===== config.mk =====
export PLATFORM = sky130hd
export DESIGN_NAME = ignition_advance_interpolator_unit
export DESIGN_NICKNAME = d
export VERILOG_FILES = /design/src/hdl/iai_pkg.sv /design/src/hdl/ignition_advance_interpolator_unit.sv /design/src/hdl/iai_front.sv /design/src/hdl/iai_queue.sv /design/src/hdl/iai_back.sv
export SDC_FILE = /design/constraint.sdc
export NUM_CORES = 2
export LEC_CHECK = 0
export ABC_AREA = 1
export BUFFER_PORTS_ARGS = -buffer_cell sky130_fd_sc_hd__buf_2
export CAP_MARGIN = 30
export CELL_PAD_IN_SITES_DETAIL_PLACEMENT = 0
export CELL_PAD_IN_SITES_GLOBAL_PLACEMENT = 1
export CORE_AREA = 3 3 339 341
export DETAILED_ROUTE_END_ITERATION = 8
export DIE_AREA = 0 0 342 344
export PLACE_DENSITY = 0.84
export SYNTH_ARGS = -nofsm -noshare
export SYNTH_HDL_FRONTEND = slang
export SYNTH_SLANG_ARGS = --single-unit

===== constraint.sdc =====
create_clock -name clock -period 19.6 [get_ports clock]
set_clock_uncertainty 0.05 [all_clocks]
set_input_delay 3.92 -clock clock [delete_from_list [all_inputs] [get_ports clock]]
set_output_delay 3.92 -clock clock [all_outputs]
set_load 0.005 [all_outputs]

===== src/hdl/iai_pkg.sv =====
// Shared types and constants for the ignition advance interpolator.
// Holds the breakpoint and span tables, register codes and queue records.
// Depends on nothing; every other file of the block imports it.
`timescale 1ns / 1ps
`default_nettype none

package iai_pkg;

   // Field widths.
   localparam int unsigned PERIOD_WIDTH      = 16;
   localparam int unsigned ADV_WIDTH         = 16;
   localparam int unsigned WINDOW_WIDTH      = 12;  // periods inside the window are below 3000
   localparam int unsigned OFFSET_WIDTH      = 10;  // offset into a span, widest span is 945
   localparam int unsigned PRODUCT_WIDTH     = 26;  // |advance step| times offset
   localparam int unsigned RECIP_WIDTH       = 32;
   localparam int unsigned RECIP_PROD_WIDTH  = PRODUCT_WIDTH + RECIP_WIDTH;
   localparam int unsigned NUM_POINTS        = 9;
   localparam int unsigned NUM_SPANS         = NUM_POINTS - 1;
   localparam int unsigned POINT_IDX_WIDTH   = $clog2(NUM_POINTS + 1);
   localparam int unsigned SPAN_IDX_WIDTH    = $clog2(NUM_SPANS);
   localparam int unsigned CSR_INDEX_WIDTH   = 3;
   localparam int unsigned CSR_DATA_WIDTH    = 32;
   localparam int unsigned QUEUE_DEPTH       = 2;
   localparam int unsigned QUEUE_PTR_WIDTH   = $clog2(QUEUE_DEPTH);
   localparam int unsigned QUEUE_COUNT_WIDTH = $clog2(QUEUE_DEPTH + 1);

   // Request type codes.
   localparam logic REQ_PULSE    = 1'b0;
   localparam logic REQ_OVERFLOW = 1'b1;

   // Acceptance window for crank periods, both ends excluded.
   localparam logic [PERIOD_WIDTH-1:0] WIN_LOW  = 16'd150;
   localparam logic [PERIOD_WIDTH-1:0] WIN_HIGH = 16'd3000;

   // Breakpoints in falling order; entry k of the advance table belongs to BREAKPOINT[k].
   localparam logic [WINDOW_WIDTH-1:0] BREAKPOINT [NUM_POINTS] = '{
      12'd2750, 12'd1890, 12'd945, 12'd630, 12'd472, 12'd378, 12'd315, 12'd270, 12'd236
   };

   // Span k runs from BREAKPOINT[k+1] up to BREAKPOINT[k].
   localparam logic [OFFSET_WIDTH-1:0] SPAN [NUM_SPANS] = '{
      10'd860, 10'd945, 10'd315, 10'd158, 10'd94, 10'd63, 10'd45, 10'd34
   };

   // floor(2^32 / span); the estimate it gives is low by at most one.
   localparam logic [RECIP_WIDTH-1:0] SPAN_RECIP [NUM_SPANS] = '{
      32'((64'd1 << 32) / 64'd860),
      32'((64'd1 << 32) / 64'd945),
      32'((64'd1 << 32) / 64'd315),
      32'((64'd1 << 32) / 64'd158),
      32'((64'd1 << 32) / 64'd94),
      32'((64'd1 << 32) / 64'd63),
      32'((64'd1 << 32) / 64'd45),
      32'((64'd1 << 32) / 64'd34)
   };

   // Advance table contents after reset.
   localparam logic [ADV_WIDTH-1:0] ADV_RESET [NUM_POINTS] = '{
      16'd87, 16'd120, 16'd87, 16'd70, 16'd60, 16'd52, 16'd42, 16'd37, 16'd32
   };

   localparam logic [ADV_WIDTH-1:0] COMPARE_RESET = 16'h0041;

   // Register indexes of the configuration port.
   localparam logic [CSR_INDEX_WIDTH-1:0] CSR_ADV_PAIR_0_1 = 3'd0;
   localparam logic [CSR_INDEX_WIDTH-1:0] CSR_ADV_PAIR_2_3 = 3'd1;
   localparam logic [CSR_INDEX_WIDTH-1:0] CSR_ADV_PAIR_4_5 = 3'd2;
   localparam logic [CSR_INDEX_WIDTH-1:0] CSR_ADV_PAIR_6_7 = 3'd3;
   localparam logic [CSR_INDEX_WIDTH-1:0] CSR_ADV_LAST     = 3'd4;

   typedef enum logic [1:0] {
      KIND_OVERFLOW,
      KIND_PULSE,
      KIND_REJECT
   } item_kind_type;

   // A classified word as it waits in the queue.
   typedef struct packed {
      item_kind_type                kind;
      logic                         interp;
      logic [POINT_IDX_WIDTH-1:0]   lo_idx;
      logic [OFFSET_WIDTH-1:0]      offset;
      logic [WINDOW_WIDTH-1:0]      period;
   } queue_item_type;

   typedef struct packed {
      logic empty;
      logic full;
   } queue_status_type;

endpackage

`default_nettype wire


===== src/hdl/ignition_advance_interpolator_unit.sv =====
// Ignition advance interpolator, top level.
// Ties the classifying front end, the word queue and the interpolating back end.
// Depends on iai_pkg, iai_front, iai_queue and iai_back.
//
// Usage:
//   Request words arrive on req_valid/req_stall with req_type (0 crank pulse,
//   1 timer overflow tick) and req_period. A word is taken at a rising edge
//   with req_valid high and req_stall low. Every word yields exactly one
//   result word on rsp_valid/rsp_stall, in order, carrying the spark compare,
//   the latest advance, the stop flag, the pulse-accepted flag and the
//   revolution count as they stand after that word.
//   From acceptance to rsp_valid a word passes the front register, the queue,
//   then the multiply, reciprocal estimate and correction stages, and the
//   state/result register. Throughput is one word per cycle while rsp_stall
//   is low; the multiply stages are fully pipelined.
//   When the receiver raises rsp_stall the whole back end holds; the queue and
//   front register keep absorbing words until they fill, and only then is
//   req_stall raised. The advance table is written through csr_valid/csr_index/
//   csr_wdata (csr_ready is always high) while no word is in flight.
//   Reset is synchronous and restores the default advance table, a compare of
//   0x41, a cleared stop and overflow state and a zero revolution count.
`timescale 1ns / 1ps
`default_nettype none

module ignition_advance_interpolator_unit #(
   parameter int unsigned COUNT_WIDTH = 16
) (
   input  wire logic                                 clock,
   input  wire logic                                 reset,
   input  wire logic                                 req_valid,
   output logic                                      req_stall,
   input  wire logic                                 req_type,
   input  wire logic [iai_pkg::PERIOD_WIDTH-1:0]     req_period,
   output logic                                      rsp_valid,
   input  wire logic                                 rsp_stall,
   output logic [iai_pkg::ADV_WIDTH-1:0]             rsp_spark_compare,
   output logic [iai_pkg::ADV_WIDTH-1:0]             rsp_advance_ticks,
   output logic                                      rsp_stopped,
   output logic                                      rsp_pulse_accepted,
   output logic [iai_pkg::ADV_WIDTH-1:0]             rsp_revolutions,
   input  wire logic                                 csr_valid,
   output logic                                      csr_ready,
   input  wire logic [iai_pkg::CSR_INDEX_WIDTH-1:0]  csr_index,
   input  wire logic [iai_pkg::CSR_DATA_WIDTH-1:0]   csr_wdata
);
   import iai_pkg::*;

   // Classified words travel from the front end into the queue.
   queue_item_type   push_item;
   logic             push_valid;
   // The back end pops the queue head whenever its pipeline moves.
   queue_item_type   pop_item;
   logic             pop;
   queue_status_type q_status;

   // The front end masks the period to the timer width and finds the span.
   iai_front #(
      .COUNT_WIDTH (COUNT_WIDTH)
   ) u_front (
      .clock      (clock),
      .reset      (reset),
      .req_valid  (req_valid),
      .req_stall  (req_stall),
      .req_type   (req_type),
      .req_period (req_period),
      .q_status   (q_status),
      .push_valid (push_valid),
      .push_item  (push_item)
   );

   // Two-entry queue that lets the front keep taking words while the back holds.
   iai_queue u_queue (
      .clock      (clock),
      .reset      (reset),
      .push_valid (push_valid),
      .push_item  (push_item),
      .pop        (pop),
      .pop_item   (pop_item),
      .q_status   (q_status)
   );

   // The back end owns the advance table and all engine state.
   iai_back u_back (
      .clock              (clock),
      .reset              (reset),
      .pop_item           (pop_item),
      .q_status           (q_status),
      .pop                (pop),
      .csr_valid          (csr_valid),
      .csr_ready          (csr_ready),
      .csr_index          (csr_index),
      .csr_wdata          (csr_wdata),
      .rsp_valid          (rsp_valid),
      .rsp_stall          (rsp_stall),
      .rsp_spark_compare  (rsp_spark_compare),
      .rsp_advance_ticks  (rsp_advance_ticks),
      .rsp_stopped        (rsp_stopped),
      .rsp_pulse_accepted (rsp_pulse_accepted),
      .rsp_revolutions    (rsp_revolutions)
   );

endmodule

`default_nettype wire


===== src/hdl/iai_front.sv =====
// Front end of the ignition advance interpolator: takes request words and
// classifies them into overflow, accepted pulse or rejected pulse with span.
// Depends on iai_pkg; feeds iai_queue.
`timescale 1ns / 1ps
`default_nettype none

module iai_front #(
   parameter int unsigned COUNT_WIDTH = 16
) (
   input  wire logic                                clock,
   input  wire logic                                reset,
   input  wire logic                                req_valid,
   output logic                                     req_stall,
   input  wire logic                                req_type,
   input  wire logic [iai_pkg::PERIOD_WIDTH-1:0]    req_period,
   input  iai_pkg::queue_status_type                q_status,
   output logic                                     push_valid,
   output iai_pkg::queue_item_type                  push_item
);
   import iai_pkg::*;

   localparam int unsigned KEEP_BITS =
      (COUNT_WIDTH < PERIOD_WIDTH) ? COUNT_WIDTH : PERIOD_WIDTH;
   localparam logic [PERIOD_WIDTH-1:0] PERIOD_MASK =
      {PERIOD_WIDTH{1'b1}} >> (PERIOD_WIDTH - KEEP_BITS);

   logic [PERIOD_WIDTH-1:0]    period_masked;
   logic [POINT_IDX_WIDTH-1:0] above_count;
   queue_item_type             sorted_item;
   queue_item_type             item_ff, item_in;
   logic                       valid_ff, valid_in;
   logic                       take;

   // Breakpoints fall, so the number at or above the period picks the span.
   always_comb begin
      period_masked = req_period & PERIOD_MASK;
      above_count   = '0;
      for (int k = 0; k < NUM_POINTS; k++) begin
         if (PERIOD_WIDTH'(BREAKPOINT[k]) >= period_masked) begin
            above_count = above_count + 1'b1;
         end
      end

      sorted_item        = '0;
      sorted_item.kind   = KIND_REJECT;
      sorted_item.period = period_masked[WINDOW_WIDTH-1:0];
      if (req_type == REQ_OVERFLOW) begin
         sorted_item.kind = KIND_OVERFLOW;
      end else if (period_masked > WIN_LOW && period_masked < WIN_HIGH) begin
         sorted_item.kind = KIND_PULSE;
         if (above_count == '0) begin
            sorted_item.lo_idx = '0;
         end else if (above_count == POINT_IDX_WIDTH'(NUM_POINTS)) begin
            sorted_item.lo_idx = POINT_IDX_WIDTH'(NUM_POINTS - 1);
         end else begin
            sorted_item.lo_idx = above_count;
            sorted_item.interp = 1'b1;
            sorted_item.offset = OFFSET_WIDTH'(period_masked
                                 - PERIOD_WIDTH'(BREAKPOINT[above_count]));
         end
      end
   end

   assign req_stall  = valid_ff && q_status.full;
   assign take       = req_valid && !req_stall;
   assign push_valid = valid_ff && !q_status.full;
   assign push_item  = item_ff;

   always_comb begin
      valid_in = valid_ff;
      item_in  = item_ff;
      if (take) begin
         valid_in = 1'b1;
         item_in  = sorted_item;
      end else if (push_valid) begin
         valid_in = 1'b0;
      end
   end

   always_ff @(posedge clock) begin
      if (reset) begin
         valid_ff <= 1'b0;
      end else begin
         valid_ff <= valid_in;
      end
   end

   always_ff @(posedge clock) begin
      item_ff <= item_in;
   end

endmodule

`default_nettype wire


===== src/hdl/iai_queue.sv =====
// Short queue of classified words between front and back end.
// Depends on iai_pkg.
`timescale 1ns / 1ps
`default_nettype none

module iai_queue (
   input  wire logic                 clock,
   input  wire logic                 reset,
   input  wire logic                 push_valid,
   input  iai_pkg::queue_item_type   push_item,
   input  wire logic                 pop,
   output iai_pkg::queue_item_type   pop_item,
   output iai_pkg::queue_status_type q_status
);
   import iai_pkg::*;

   queue_item_type               slot_ff [QUEUE_DEPTH];
   logic [QUEUE_PTR_WIDTH-1:0]   wr_ptr_ff, wr_ptr_in;
   logic [QUEUE_PTR_WIDTH-1:0]   rd_ptr_ff, rd_ptr_in;
   logic [QUEUE_COUNT_WIDTH-1:0] count_ff, count_in;
   logic                         do_push, do_pop;

   assign q_status.empty = (count_ff == '0);
   assign q_status.full  = (count_ff == QUEUE_COUNT_WIDTH'(QUEUE_DEPTH));
   assign do_push        = push_valid && !q_status.full;
   assign do_pop         = pop && !q_status.empty;
   assign pop_item       = slot_ff[rd_ptr_ff];

   always_comb begin
      wr_ptr_in = do_push ? wr_ptr_ff + 1'b1 : wr_ptr_ff;
      rd_ptr_in = do_pop ? rd_ptr_ff + 1'b1 : rd_ptr_ff;
      count_in  = count_ff;
      if (do_push && !do_pop) begin
         count_in = count_ff + 1'b1;
      end else if (do_pop && !do_push) begin
         count_in = count_ff - 1'b1;
      end
   end

   always_ff @(posedge clock) begin
      if (reset) begin
         wr_ptr_ff <= '0;
         rd_ptr_ff <= '0;
         count_ff  <= '0;
      end else begin
         wr_ptr_ff <= wr_ptr_in;
         rd_ptr_ff <= rd_ptr_in;
         count_ff  <= count_in;
      end
   end

   always_ff @(posedge clock) begin
      if (do_push) begin
         slot_ff[wr_ptr_ff] <= push_item;
      end
   end

endmodule

`default_nettype wire


===== src/hdl/iai_back.sv =====
// Back end of the ignition advance interpolator: advance table, interpolation
// pipeline (multiply, reciprocal divide, correction) and the engine state.
// Depends on iai_pkg; reads words from iai_queue.
`timescale 1ns / 1ps
`default_nettype none

module iai_back (
   input  wire logic                                 clock,
   input  wire logic                                 reset,
   input  iai_pkg::queue_item_type                   pop_item,
   input  iai_pkg::queue_status_type                 q_status,
   output logic                                      pop,
   input  wire logic                                 csr_valid,
   output logic                                      csr_ready,
   input  wire logic [iai_pkg::CSR_INDEX_WIDTH-1:0]  csr_index,
   input  wire logic [iai_pkg::CSR_DATA_WIDTH-1:0]   csr_wdata,
   output logic                                      rsp_valid,
   input  wire logic                                 rsp_stall,
   output logic [iai_pkg::ADV_WIDTH-1:0]             rsp_spark_compare,
   output logic [iai_pkg::ADV_WIDTH-1:0]             rsp_advance_ticks,
   output logic                                      rsp_stopped,
   output logic                                      rsp_pulse_accepted,
   output logic [iai_pkg::ADV_WIDTH-1:0]             rsp_revolutions
);
   import iai_pkg::*;

   typedef struct packed {
      item_kind_type               kind;
      logic                        neg;
      logic [PRODUCT_WIDTH-1:0]    prod;
      logic [ADV_WIDTH-1:0]        a_lo;
      logic [SPAN_IDX_WIDTH-1:0]   span_idx;
      logic [WINDOW_WIDTH-1:0]     period;
   } mul_stage_type;

   typedef struct packed {
      item_kind_type               kind;
      logic                        neg;
      logic [PRODUCT_WIDTH-1:0]    prod;
      logic [ADV_WIDTH-1:0]        a_lo;
      logic [SPAN_IDX_WIDTH-1:0]   span_idx;
      logic [WINDOW_WIDTH-1:0]     period;
      logic [ADV_WIDTH-1:0]        q_est;
   } est_stage_type;

   typedef struct packed {
      item_kind_type               kind;
      logic                        neg;
      logic [ADV_WIDTH-1:0]        a_lo;
      logic [WINDOW_WIDTH-1:0]     period;
      logic [ADV_WIDTH-1:0]        quot;
   } quot_stage_type;

   // Advance table.
   logic [ADV_WIDTH-1:0] tab_ff [NUM_POINTS];
   logic [ADV_WIDTH-1:0] tab_in [NUM_POINTS];

   // Pipeline.
   logic           advance;
   mul_stage_type  s1_ff, s1_in;
   est_stage_type  s2_ff, s2_in;
   quot_stage_type s3_ff, s3_in;
   logic           s1_valid_ff, s1_valid_in;
   logic           s2_valid_ff, s2_valid_in;
   logic           s3_valid_ff, s3_valid_in;

   // Engine state, which is also the result word.
   logic                 rsp_valid_ff, rsp_valid_in;
   logic                 overflow_ff, overflow_in;
   logic                 stop_ff, stop_in;
   logic                 accepted_ff, accepted_in;
   logic [ADV_WIDTH-1:0] compare_ff, compare_in;
   logic [ADV_WIDTH-1:0] adv_reg_ff, adv_reg_in;
   logic [ADV_WIDTH-1:0] rev_ff, rev_in;

   logic [ADV_WIDTH-1:0]        a_lo, a_hi;
   logic [ADV_WIDTH:0]          step;
   logic [ADV_WIDTH-1:0]        step_mag;
   logic [RECIP_PROD_WIDTH-1:0] recip_product;
   logic [PRODUCT_WIDTH-1:0]    back_product;
   logic [PRODUCT_WIDTH-1:0]    remainder;
   logic [ADV_WIDTH:0]          adv_sum;
   logic [ADV_WIDTH-1:0]        adv_new;
   logic [ADV_WIDTH-1:0]        period_ext;
   logic [ADV_WIDTH-1:0]        compare_new;

   // The whole back end moves together unless a finished word is held.
   assign advance   = !(rsp_valid_ff && rsp_stall);
   assign pop       = advance && !q_status.empty;
   assign csr_ready = 1'b1;

   // Configuration writes land in table pairs; the last entry is written alone.
   always_comb begin
      tab_in = tab_ff;
      if (csr_valid && csr_ready) begin
         case (csr_index)
            CSR_ADV_PAIR_0_1: begin
               tab_in[0] = csr_wdata[15:0];
               tab_in[1] = csr_wdata[31:16];
            end
            CSR_ADV_PAIR_2_3: begin
               tab_in[2] = csr_wdata[15:0];
               tab_in[3] = csr_wdata[31:16];
            end
            CSR_ADV_PAIR_4_5: begin
               tab_in[4] = csr_wdata[15:0];
               tab_in[5] = csr_wdata[31:16];
            end
            CSR_ADV_PAIR_6_7: begin
               tab_in[6] = csr_wdata[15:0];
               tab_in[7] = csr_wdata[31:16];
            end
            CSR_ADV_LAST: begin
               tab_in[8] = csr_wdata[15:0];
            end
            default: begin
            end
         endcase
      end
   end

   // Stage 1: pick the two table entries of the span and form |step| * offset.
   always_comb begin
      a_lo = tab_ff[0];
      a_hi = tab_ff[0];
      for (int k = 0; k < NUM_POINTS; k++) begin
         if (pop_item.lo_idx == POINT_IDX_WIDTH'(k)) begin
            a_lo = tab_ff[k];
            a_hi = tab_ff[(k == 0) ? 0 : k - 1];
         end
      end
      step     = {1'b0, a_hi} - {1'b0, a_lo};
      step_mag = step[ADV_WIDTH] ? ADV_WIDTH'(-step) : step[ADV_WIDTH-1:0];

      s1_in.kind     = pop_item.kind;
      s1_in.neg      = step[ADV_WIDTH];
      s1_in.a_lo     = a_lo;
      s1_in.period   = pop_item.period;
      s1_in.prod     = '0;
      s1_in.span_idx = '0;
      if (pop_item.interp) begin
         s1_in.prod     = PRODUCT_WIDTH'(step_mag) * PRODUCT_WIDTH'(pop_item.offset);
         s1_in.span_idx = SPAN_IDX_WIDTH'(pop_item.lo_idx - 1'b1);
      end
      s1_valid_in = advance ? !q_status.empty : s1_valid_ff;
   end

   // Stage 2: quotient estimate through the span's reciprocal.
   always_comb begin
      recip_product  = RECIP_PROD_WIDTH'(s1_ff.prod)
                       * RECIP_PROD_WIDTH'(SPAN_RECIP[s1_ff.span_idx]);
      s2_in.kind     = s1_ff.kind;
      s2_in.neg      = s1_ff.neg;
      s2_in.prod     = s1_ff.prod;
      s2_in.a_lo     = s1_ff.a_lo;
      s2_in.span_idx = s1_ff.span_idx;
      s2_in.period   = s1_ff.period;
      s2_in.q_est    = recip_product[RECIP_WIDTH +: ADV_WIDTH];
      s2_valid_in    = advance ? s1_valid_ff : s2_valid_ff;
   end

   // Stage 3: the estimate may be one short; the remainder tells.
   always_comb begin
      back_product = PRODUCT_WIDTH'(s2_ff.q_est) * PRODUCT_WIDTH'(SPAN[s2_ff.span_idx]);
      remainder    = s2_ff.prod - back_product;
      s3_in.kind   = s2_ff.kind;
      s3_in.neg    = s2_ff.neg;
      s3_in.a_lo   = s2_ff.a_lo;
      s3_in.period = s2_ff.period;
      s3_in.quot   = (remainder >= PRODUCT_WIDTH'(SPAN[s2_ff.span_idx]))
                     ? s2_ff.q_est + 1'b1 : s2_ff.q_est;
      s3_valid_in  = advance ? s2_valid_ff : s3_valid_ff;
   end

   // Stage 4: final advance, saturating compare and the engine state.
   always_comb begin
      adv_sum     = s3_ff.neg ? {1'b0, s3_ff.a_lo} - {1'b0, s3_ff.quot}
                              : {1'b0, s3_ff.a_lo} + {1'b0, s3_ff.quot};
      adv_new     = adv_sum[ADV_WIDTH-1:0];
      period_ext  = ADV_WIDTH'(s3_ff.period);
      compare_new = (adv_new >= period_ext) ? '0 : period_ext - adv_new;

      rsp_valid_in = advance ? s3_valid_ff : rsp_valid_ff;
      overflow_in  = overflow_ff;
      stop_in      = stop_ff;
      accepted_in  = accepted_ff;
      compare_in   = compare_ff;
      adv_reg_in   = adv_reg_ff;
      rev_in       = rev_ff;
      if (advance && s3_valid_ff) begin
         accepted_in = 1'b0;
         case (s3_ff.kind)
            KIND_OVERFLOW: begin
               overflow_in = 1'b1;
            end
            KIND_PULSE: begin
               accepted_in = 1'b1;
               overflow_in = 1'b0;
               stop_in     = 1'b0;
               rev_in      = rev_ff + 1'b1;
               adv_reg_in  = adv_new;
               compare_in  = compare_new;
            end
            KIND_REJECT: begin
               if (overflow_ff) begin
                  stop_in    = 1'b1;
                  compare_in = '0;
               end
            end
            default: begin
            end
         endcase
      end
   end

   always_ff @(posedge clock) begin
      if (reset) begin
         tab_ff       <= ADV_RESET;
         s1_valid_ff  <= 1'b0;
         s2_valid_ff  <= 1'b0;
         s3_valid_ff  <= 1'b0;
         rsp_valid_ff <= 1'b0;
         overflow_ff  <= 1'b0;
         stop_ff      <= 1'b0;
         accepted_ff  <= 1'b0;
         compare_ff   <= COMPARE_RESET;
         adv_reg_ff   <= '0;
         rev_ff       <= '0;
      end else begin
         tab_ff       <= tab_in;
         s1_valid_ff  <= s1_valid_in;
         s2_valid_ff  <= s2_valid_in;
         s3_valid_ff  <= s3_valid_in;
         rsp_valid_ff <= rsp_valid_in;
         overflow_ff  <= overflow_in;
         stop_ff      <= stop_in;
         accepted_ff  <= accepted_in;
         compare_ff   <= compare_in;
         adv_reg_ff   <= adv_reg_in;
         rev_ff       <= rev_in;
      end
   end

   always_ff @(posedge clock) begin
      if (advance) begin
         s1_ff <= s1_in;
         s2_ff <= s2_in;
         s3_ff <= s3_in;
      end
   end

   assign rsp_valid          = rsp_valid_ff;
   assign rsp_spark_compare  = compare_ff;
   assign rsp_advance_ticks  = adv_reg_ff;
   assign rsp_stopped        = stop_ff;
   assign rsp_pulse_accepted = accepted_ff;
   assign rsp_revolutions    = rev_ff;

   // A stopped engine never carries a spark compare.
   a_stop_zero_compare: assert property (@(posedge clock) disable iff (reset)
      stop_ff |-> (compare_ff == '0))
      else $error("stop state with nonzero spark compare");

   // An accepted pulse always clears the stop state.
   a_accept_not_stopped: assert property (@(posedge clock) disable iff (reset)
      !(stop_ff && accepted_ff))
      else $error("accepted pulse left the engine stopped");

   // A held result word keeps the engine state frozen.
   a_hold_state: assert property (@(posedge clock) disable iff (reset)
      (rsp_valid_ff && rsp_stall) |=>
         (rsp_valid_ff && $stable(rev_ff) && $stable(compare_ff) && $stable(stop_ff)))
      else $error("engine state moved while the result was stalled");

   // Each accepted pulse counts exactly one revolution.
   a_rev_count: assert property (@(posedge clock) disable iff (reset)
      (advance && s3_valid_ff && s3_ff.kind == KIND_PULSE) |=>
         (rev_ff == $past(rev_ff) + 1'b1))
      else $error("revolution count did not step on an accepted pulse");

endmodule

`default_nettype wire

==> results.toml <==
[yosys]
synthMuxAreaShare = 0.00325
ys.flop_type = "edfxtp_1"
syn_area_per_cell_um2 = 8.35
synthAdderAreaFrac = 0.390
synth_top_family_by_area = "adder cells"
synthArstFlopShare = 0
synth_compound_area_frac = 0.0888
synthSimpleGateAreaFrac = 0.168
synth_nets = 7823
ys_types = 69
syn_inst = 6550
yosys_warnings = 0
synth-seq-cells = 475
syn-cell-area_mm2 = 0.0547
synth-xor-area-share = 0.0195
yosysSeqAreaShare = 0.223
synth_enable_flop_cells = 270

[detailed_routing]
vias = 43400
drt_iter0_drc = 3192
wirelength_mm = 157
antenna_left = 0
drc = 0
post_drt_wl_per_cell_um = 19.4
drtPass1Iterations = 6
vias_per_cell = 5.37

[timing]
final_max_slew_viol_count = 0
fin_setup_tns_ns = 0
relSlewSlack = 0.338
setup_viol = 0
fin_ws_ns = 8.19
hold_viol_final = 0
max_freq_ghz = 0.0876
rsz0062_at_grt = "no"
tightest_slew_ns = 0.986
min_period_over_period = 0.582
min_period_ns = 11.41

[placed_design]
dpl_worst_slack_ns = 7.97
port_buffers = 108
gp_congestion = 0.955
dp_hpwl_mm = 122

[clock_tree]
cts_max_level = 2
holdBufCountCts = 0
numCtsBuffers = 52
cts_root_buffer = "clkbuf_16"
numClockSinks = 475
cts_setup_buffers = 0
clkTransAtPathRegs_ns = 0.06
cts_resized = 0
clock_latency_ns = 0.60
cts_max_path_buffers = 3
tritoncts = "built"

[setup_path]
path_class = "flip-flop to flip-flop"
cp_max_fo = 44
end_kind = "flip-flop"
slowest_delay_ns = 0.54
critPathSlowestCell = "fa_1"
cp.arrival_ns = 11.70
crit_required_ns = 19.88
start_kind = "flip-flop"

[cells_and_area]
drive_gt1_frac = 0.0596
num-fill-cells = 10600
syn2layout_area_growth_pct = 7.35
layout.nets = 7822
final_util = 0.523
final_cell_mix = "1282 x inv_1, 1166 x nand2_1, 814 x fa_1"
final_common_cell = "inv_1"

[status]
status = "complete, no violations"

[floorplan]
core_area_mm2 = 0.112
die_h_um = 344
ios = 110
fp-row-count = 123
die_w_um = 342
start_util = 0.488
dieArea_mm2 = 0.118

[worst_hold_path]
hold_class = "flip-flop to flip-flop"

[grt]
grt_pass1_vias = 44700
grt_pass1_wl_mm = 248
grt_max_degree = 102
antenna_found_initial = 4
overflow = 0
grt_usage = 0.270

[flow_run]
drv_cap = 0
==> synth_stat cells (4+ instances only) <==
library cell	n	area, µm²
o211ai_1	32	240
inv_2	11	41.3
o22ai_1	8	50.1
o2111ai_1	4	35.0
o21ai_0	417	2090
a22oi_1	9	67.6
buf_1	16	60.1
a21o_1	7	52.6
buf_2	5	25.0
fa_1	814	16300
nand4_1	25	156
o221ai_1	5	43.8
nand3_2	12	120
and2_1	4	25.0
nor2_1	775	2910
nor4_1	17	106
o21bai_1	8	60.1
inv_1	1283	4820
edfxtp_1	270	8110
o31ai_1	6	45.0
o21ai_1	16	80.1
xnor2_1	36	315
nand3_1	158	791
nand2_1	1167	4380
o21a_1	27	203
a31oi_1	7	43.8
xor2_1	86	753
nor3_1	35	175
clkbuf_1	221	830
a211oi_1	5	37.5
ha_1	402	5030
clkinv_1	15	56.3
mux2_2	14	158
or2_2	6	37.5
a21oi_1	329	1650
dfxtp_1	205	4100
nand3b_1	9	67.6
nand2_2	25	156
nor2_2	13	81.3
==> worst max-delay path: cells and delay by family, from the launching register on <==
family                     cells  cell delay [ns]
adders and majority gates      9             3.60
DFF                            1             0.30
AOI/OAI and AO/OA             19             3.28
and+or+nand+nor                9             0.94
buffers and inverters         11             2.49
xor gates and xnor gates       1             0.46
==> cell type report <==
type                       instances  area (µm²)  share of cell area
multi-input combinational       4518       36700               0.625
timing repair buffer             192        1220              0.0208
tap                             1500        1880              0.0320
sequential                       475       12200               0.208
antenna                            1        2.50           0.0000426
clock inverter                    27         297             0.00505
inverter                        1310        4920              0.0838
clock buffer                      70        1520              0.0258
==> metrics by stage <==
step,hold slack (ns),instances,area (µm²)
after detailed placement,0.355,7993,56900
after floorplan,0.350,6550,54700
after global routing,0.373,8092,58700
final,0.366,8093,58700
after CTS,0.366,8090,58700
after global placement,0.353,7989,56800
==> logic make-up after synthesis <==
kind of cell,after synthesis
xor gates and xnor gates,122
other,1
DFF,475
and+or+nand+nor,2265
AOI/OAI and AO/OA,898
adders and majority gates,1216
muxes,16
buffers and inverters,1557
==> worst paths after layout <==
check | from | endpoint | slack [ns] | cells after the start
min | u_back.s1_ff[0]$_DFFE_PN_ | u_back.s2_ff[16]$_DFFE_PN_ | 0.37 | 0
min reg2reg | u_back.s1_ff[0]$_DFFE_PN_ | u_back.s2_ff[16]$_DFFE_PN_ | 0.37 | 0
max reg2reg | flip-flop | u_back.s1_ff[55]$_SDFFCE_PN0N_ | 8.19 | 49
max | flip-flop | u_back.s1_ff[55]$_SDFFCE_PN0N_ | 8.19 | 49
==> routing by layer <==
metal | track usage | up-vias | wire [µm]
met5 | 0 | - | 16
met3 | 0.0401 | 334 | 11500
li1 | - | 20300 | -
met4 | 0.0945 | 2 | 5940
met2 | 0.454 | 1496 | 74200
met1 | 0.357 | 21400 | 65700
==> state kept, by name, summed over array words and instances, names as in the netlist, 2 cells and up, named ones only <==
register and count:
u_back.s1_ff 60, u_back.period_ext 12, u_queue.count_ff 2, u_back.rsp_spark_compare 16
u_back.tab_ff 144, u_back.rsp_advance_ticks 16, u_back.s3_ff 35, u_back.rsp_revolutions 16
u_front.push_item 29, u_queue.slot_ff 58, u_back.s2_ff 76
Power is left out: the tool's default activity adds up to more than one toggle a clock period on the data nets, which glitch-free logic cannot reach.
